**config.mk**
```make
export PLATFORM = sky130hd
export DESIGN_NAME = dwes_ctrl
export DESIGN_NICKNAME = d
export VERILOG_FILES = /design/src/rtl/core/dwes_pkg.sv /design/src/rtl/core/dwes_ctrl.sv
export SDC_FILE = /design/constraint.sdc
export NUM_CORES = 1
export LEC_CHECK = 0
export BUFFER_PORTS_ARGS = -buffer_cell sky130_fd_sc_hd__buf_2
export CAP_MARGIN = 20
export CORE_UTILIZATION = 54
export DETAILED_ROUTE_END_ITERATION = 6
export PLACE_DENSITY_LB_ADDON = 0.05
export SYNTH_ARGS = -nofsm -noshare
export SYNTH_HDL_FRONTEND = slang
export SYNTH_SLANG_ARGS = --single-unit
```
**constraint.sdc**
```tcl
create_clock -name clk -period 2.05 [get_ports clk]
set_input_delay 0.205 -clock clk [delete_from_list [all_inputs] [get_ports clk]]
set_output_delay 0.205 -clock clk [all_outputs]
set_load 0.01 [all_outputs]
```
**src/rtl/core/dwes_pkg.sv**
```systemverilog
// Package: shared types, commands and constants of the wave elevation sum block.
`timescale 1ns / 1ps

package dwes_pkg;

	localparam int unsigned MAX_COMPONENTS_DEF = 1024;
	localparam int unsigned ANGLE_BITS_DEF     = 16;

	localparam int unsigned ACTIVE_W = 11;
	localparam int unsigned IDX_W    = 10;
	localparam int unsigned DATA_W   = 32;
	localparam int unsigned TURN_W   = 16;
	localparam int unsigned ELEV_W   = 48;

	localparam logic [ACTIVE_W-1:0] ACTIVE_RST = 11'd1024;

	// request function codes
	localparam logic FUNC_LOAD  = 1'b0;
	localparam logic FUNC_QUERY = 1'b1;

	// angle source for a cosine evaluation
	localparam logic [1:0] ANG_DCOS  = 2'd0;
	localparam logic [1:0] ANG_DSIN  = 2'd1;
	localparam logic [1:0] ANG_PHASE = 2'd2;

	// partial product of a 56-bit modular product (low/high 28-bit halves)
	localparam logic [1:0] PV_LL = 2'd0;
	localparam logic [1:0] PV_HL = 2'd1;
	localparam logic [1:0] PV_LH = 2'd2;

	typedef enum logic [4:0] {
		OP_NONE,
		OP_RD,
		OP_CSET,
		OP_MZZ,
		OP_Z2,
		OP_MPZ,
		OP_PUP,
		OP_FIN,
		OP_SAVE,
		OP_MXC,
		OP_ACCX,
		OP_MYS,
		OP_PROJ,
		OP_MK,
		OP_KT,
		OP_MW,
		OP_WT,
		OP_MPH,
		OP_PAC,
		OP_MA,
		OP_ACC,
		OP_EMIT
	} dp_op_t;

	typedef struct packed {
		dp_op_t     op;
		logic [2:0] coef;
		logic [1:0] sel;
		logic       neg;
	} dp_cmd_t;

	typedef struct packed {
		logic last;
		logic zero;
	} dp_stat_t;

endpackage

```
**src/rtl/core/dwes_ctrl.sv**
```systemverilog
// Controller: sequences the per-component evaluation steps of a query.
`timescale 1ns / 1ps

module dwes_ctrl (
	input  logic               clk,
	input  logic               arst_n,
	input  logic               req_valid,
	input  logic               req_func,
	output logic               req_ready,
	output logic               rsp_valid,
	input  logic               rsp_ready,
	input  dwes_pkg::dp_stat_t stat,
	output dwes_pkg::dp_cmd_t  cmd
);

	typedef enum logic [4:0] {
		S_IDLE, S_RD, S_CSET, S_MZZ, S_Z2, S_MPZ, S_PUP, S_FIN, S_SAVE,
		S_MXC, S_ACCX, S_MYS, S_PROJ, S_MK, S_KT, S_MW, S_WT,
		S_MPH, S_PAC, S_MA, S_ACC, S_EMIT
	} state_t;

	state_t     state_q;
	logic [1:0] ang_q;
	logic [2:0] hk_q;
	logic [2:0] pj_q;
	logic       rsp_valid_q;
	logic       slot_free;
	logic       pj_hi;
	logic [1:0] pj_var;

	assign req_ready = (state_q == S_IDLE);
	assign rsp_valid = rsp_valid_q;
	assign slot_free = !rsp_valid_q || rsp_ready;

	// split the phase step count into product pair and partial product
	assign pj_hi  = (pj_q >= 3'd3);
	assign pj_var = pj_hi ? 2'(pj_q - 3'd3) : pj_q[1:0];

	// decode state into a datapath command
	always_comb begin
		cmd      = '0;
		cmd.op   = dwes_pkg::OP_NONE;
		cmd.coef = hk_q;
		cmd.sel  = ang_q;
		case (state_q)
			S_RD:   cmd.op = dwes_pkg::OP_RD;
			S_CSET: cmd.op = dwes_pkg::OP_CSET;
			S_MZZ:  cmd.op = dwes_pkg::OP_MZZ;
			S_Z2:   cmd.op = dwes_pkg::OP_Z2;
			S_MPZ:  cmd.op = dwes_pkg::OP_MPZ;
			S_PUP:  cmd.op = dwes_pkg::OP_PUP;
			S_FIN:  cmd.op = dwes_pkg::OP_FIN;
			S_SAVE: cmd.op = dwes_pkg::OP_SAVE;
			S_MXC:  cmd.op = dwes_pkg::OP_MXC;
			S_ACCX: cmd.op = dwes_pkg::OP_ACCX;
			S_MYS:  cmd.op = dwes_pkg::OP_MYS;
			S_PROJ: cmd.op = dwes_pkg::OP_PROJ;
			S_MK:   cmd.op = dwes_pkg::OP_MK;
			S_KT:   cmd.op = dwes_pkg::OP_KT;
			S_MW:   cmd.op = dwes_pkg::OP_MW;
			S_WT:   cmd.op = dwes_pkg::OP_WT;
			S_MPH: begin
				cmd.op  = dwes_pkg::OP_MPH;
				cmd.sel = pj_var;
				cmd.neg = pj_hi;
			end
			S_PAC: begin
				cmd.op  = dwes_pkg::OP_PAC;
				cmd.sel = pj_var;
				cmd.neg = pj_hi;
			end
			S_MA:   cmd.op = dwes_pkg::OP_MA;
			S_ACC:  cmd.op = dwes_pkg::OP_ACC;
			S_EMIT: cmd.op = slot_free ? dwes_pkg::OP_EMIT : dwes_pkg::OP_NONE;
			default: cmd.op = dwes_pkg::OP_NONE;
		endcase
	end

	// advance state and hold the response valid flag
	always_ff @(posedge clk or negedge arst_n) begin
		if (!arst_n) begin
			state_q     <= S_IDLE;
			ang_q       <= dwes_pkg::ANG_DCOS;
			hk_q        <= '0;
			pj_q        <= '0;
			rsp_valid_q <= 1'b0;
		end else begin
			if (rsp_valid_q && rsp_ready) begin
				rsp_valid_q <= 1'b0;
			end
			case (state_q)
				S_IDLE: begin
					if (req_valid && req_func == dwes_pkg::FUNC_QUERY) begin
						state_q <= stat.zero ? S_EMIT : S_RD;
					end
				end
				S_RD: begin
					ang_q   <= dwes_pkg::ANG_DCOS;
					state_q <= S_CSET;
				end
				S_CSET: state_q <= S_MZZ;
				S_MZZ:  state_q <= S_Z2;
				S_Z2: begin
					hk_q    <= 3'd5;
					state_q <= S_MPZ;
				end
				S_MPZ:  state_q <= (hk_q == 3'd0) ? S_FIN : S_PUP;
				S_PUP: begin
					hk_q    <= hk_q - 3'd1;
					state_q <= S_MPZ;
				end
				S_FIN: begin
					case (ang_q)
						dwes_pkg::ANG_DCOS: state_q <= S_SAVE;
						dwes_pkg::ANG_DSIN: state_q <= S_MXC;
						default:            state_q <= S_MA;
					endcase
				end
				S_SAVE: begin
					ang_q   <= dwes_pkg::ANG_DSIN;
					state_q <= S_CSET;
				end
				S_MXC:  state_q <= S_ACCX;
				S_ACCX: state_q <= S_MYS;
				S_MYS:  state_q <= S_PROJ;
				S_PROJ: state_q <= S_MK;
				S_MK:   state_q <= S_KT;
				S_KT:   state_q <= S_MW;
				S_MW:   state_q <= S_WT;
				S_WT: begin
					pj_q    <= '0;
					state_q <= S_MPH;
				end
				S_MPH:  state_q <= S_PAC;
				S_PAC: begin
					if (pj_q == 3'd5) begin
						ang_q   <= dwes_pkg::ANG_PHASE;
						state_q <= S_CSET;
					end else begin
						pj_q    <= pj_q + 3'd1;
						state_q <= S_MPH;
					end
				end
				S_MA:   state_q <= S_ACC;
				S_ACC:  state_q <= stat.last ? S_EMIT : S_RD;
				S_EMIT: begin
					if (slot_free) begin
						rsp_valid_q <= 1'b1;
						state_q     <= S_IDLE;
					end
				end
				default: state_q <= S_IDLE;
			endcase
		end
	end

endmodule

```
==> reports/metrics.cfg <==
[cells_and_area]
antenna_cells = 0
design_area_mm2 = 0.00131
drive_gt1_frac = 0.247
nets = 171
final_cell_mix = buf_2 (19), dfrtp_1 (12), nor2_1 (11)
final_common_cell = buf_2
finalNonFillerCells = 183
syn2layout_area_growth_pct = 19.5

[timing]
skew_ns = 0.00182
period_share = 0.987
whs_ns = 0.256
setup_viol = 0
fmax_mhz = 494
slew_viol_final = 0
rsz0062_at_grt = yes
hold_violations = 0
slew_headroom = 0.646
tightest_slew_ns = 0.529
min_period_ns = 2.02

[placed_design]
place.gp.congestion = 0.852
dp_hpwl_um = 1860
portBuffers = 19
placedCellCount = 176
placed_area_mm2 = 0.00122

[routing]
num_vias = 1104
ant_nets = 0
drc = 0
viasPerCell = 6.03
drt-total-wl_um = 2570
drt-initial-drc-count = 32
wl_per_cell_um = 14.0
first_pass_iters = 4

[critical_path]
slowest_delay_ns = 0.44
cpMostUsedCell = ha_4
path_cells = ha_4 -> ha_4 -> or3_1 -> a22o_1 -> o21ai_1 -> buf_2
worstPathArrival_ns = 1.82
cp-end-kind = primary output
crit_fanout = 2
cpMaxStageDelayCell = dfrtp_2
path_delay_family = flip-flops
timing.critical_path.buf_inv = 1
crit_type = flip-flop to primary output
worst-endpoint-required_ns = 1.85
start_kind = flip-flop

[yosys]
syn_nets = 149
syn_area_per_cell_um2 = 7.97
synth-main-ff-cell = dfrtp_1
synth_cells = 137
yosys_register_bits = 14
ys_seq_area_frac = 0.321
syn_area_mm2 = 0.00109
yosysWarnings = 0
synth_enable_flop_cells = 0
synth.distinct_cells = 43
synthArstFlopShare = 1.00

[clock_network]
cts.htree.levels = 1
clock-root-buffer = clkbuf_4
cts_sinks = 14
path_clk_slew_ns = 0.09
cts_buffer_depth = 2
cts_tree = built
cts_buffers = 3
insertion_delay_ns = 0.29

[run]
cap_violations = 0

[min_path]
hold_class = primary input to flip-flop

[run_status]
status = completed

[global_route]
grt_max_degree = 22
grt_pass1_wl_um = 4190
grt_antenna_before_repair = 0
grt_use_total = 0.268
grt_pass1_vias = 964
overflow = 0

[power]
irDropWorstVdd_mv = 0.785
power_density_mw_per_mm2 = 1470
leakagePower_nw = 0.608

[die]
initial_core_util = 0.606
ioPinCount = 20
chipHeight_um = 47.0
fp-row-count = 15
fp.dieW_um = 47.0
core_mm2 = 0.00180
die-area_mm2 = 0.00221

==> tightest hold or removal path: cells and delay by family <==
| kind | cells | cell delay (ns) |
|---|---|---|
| AO/OA/AOI/OAI | 2 | 0.22 |
| buffers and inverters | 1 | 0.08 |
==> final cells by class <==
| class | instances | area, um2 |
|---|---|---|
| fillers | 150 | 497 |
| flip-flops and latches | 14 | 353 |
| clock buffers | 4 | 36.3 |
| multi-input cells | 106 | 697 |
| repair buffers | 28 | 165 |
| inverters | 6 | 22.5 |
| well taps | 25 | 31.3 |
==> sequential cells by signal, summed over array words and instances, names as in the netlist <==
name       cells
rsp_valid      1
pj_q           3
hk_q           3
ang_q          2
state_q        5
==> Yosys cell counts (2+ instances only) <==
library cell,count,share of area
nor3_1,2,0.0092
nand3b_1,2,0.014
nand2_1,10,0.034
and2_1,3,0.017
nand2b_1,3,0.017
nor2_1,11,0.038
nor4_1,3,0.017
o21bai_1,2,0.014
nand4_1,2,0.011
inv_1,5,0.017
ha_1,5,0.057
a21oi_1,9,0.041
o21ai_0,5,0.023
a31oi_1,4,0.023
o21ai_1,9,0.041
a22o_1,2,0.016
nor2b_1,4,0.023
dfrtp_1,14,0.32
xor2_1,2,0.016
nand3_1,6,0.027
a21o_1,2,0.014
clkbuf_1,5,0.017
buf_2,5,0.023
o21a_1,3,0.021
==> report_power, final <==
group,switching (mW),internal [mW],leakage (nW)
registers,0.143,0.382,0.179
clock network,0.0970,0.108,0.0210
logic,0.668,0.526,0.408
total,0.908,1.02,0.608
==> layer usage <==
layer | global-route usage | share of wire | vias to the layer above
met5 | 0 | 0 | -
met2 | 0.450 | 0.50 | 30
met1 | 0.343 | 0.44 | 527
met3 | 0.0500 | 0.045 | 8
met4 | 0.0971 | 0.019 | 0
li1 | - | - | 539
==> kinds of logic after synthesis <==
kind of cell,Yosys count,synth area share
AO/OA/AOI/OAI,45,0.267
XOR/XNOR,2,0.0160
adder cells (fa/ha/maj),5,0.0573
buffers and inverters,17,0.0641
flip-flops,14,0.321
multiplexers,1,0.0103
AND/OR/NAND/NOR,53,0.265
==> worst paths after layout <==
kind | startpoint | to | slack, ns | cells past startpoint
max | pj_q[0] | cmd[2] | 0.03 | 6
min | req_func | state_q[2] | 0.26 | 3
max reg2reg | pj_q[0] | state_q[0] | 0.30 | 6
min reg2reg | hk_q[0] | hk_q[0] | 0.57 | 1
max in group asynchronous | arst_n | state_q[0] | 1.43 | 2
min in group asynchronous | arst_n | hk_q[1] | 0.35 | 2
==> stage by stage <==
step	power, mW	utilization	setup WS [ns]	TNS, ns
finish	1.92	0.724	0.0262	0
global route	2.11	0.724	-0.0535	-0.0566
CTS	1.91	0.713	-0.00231	-0.00231
detailed placement	1.67	0.675	0.232	0
global placement	1.62	0.675	0.267	0
floorplan	1.34	-	0.356	0
==> repair_timing <==
item                                   4_1_cts  5_1_grt
endpoints found under the hold margin       14        0
pin swaps                                    1        4
hold buffers                                 1        0
setup endpoints to repair                    2        3
buffers inserted                             2        0
gates resized for setup                      3        3
No activity file was read; power rests on OpenSTA's default activity.
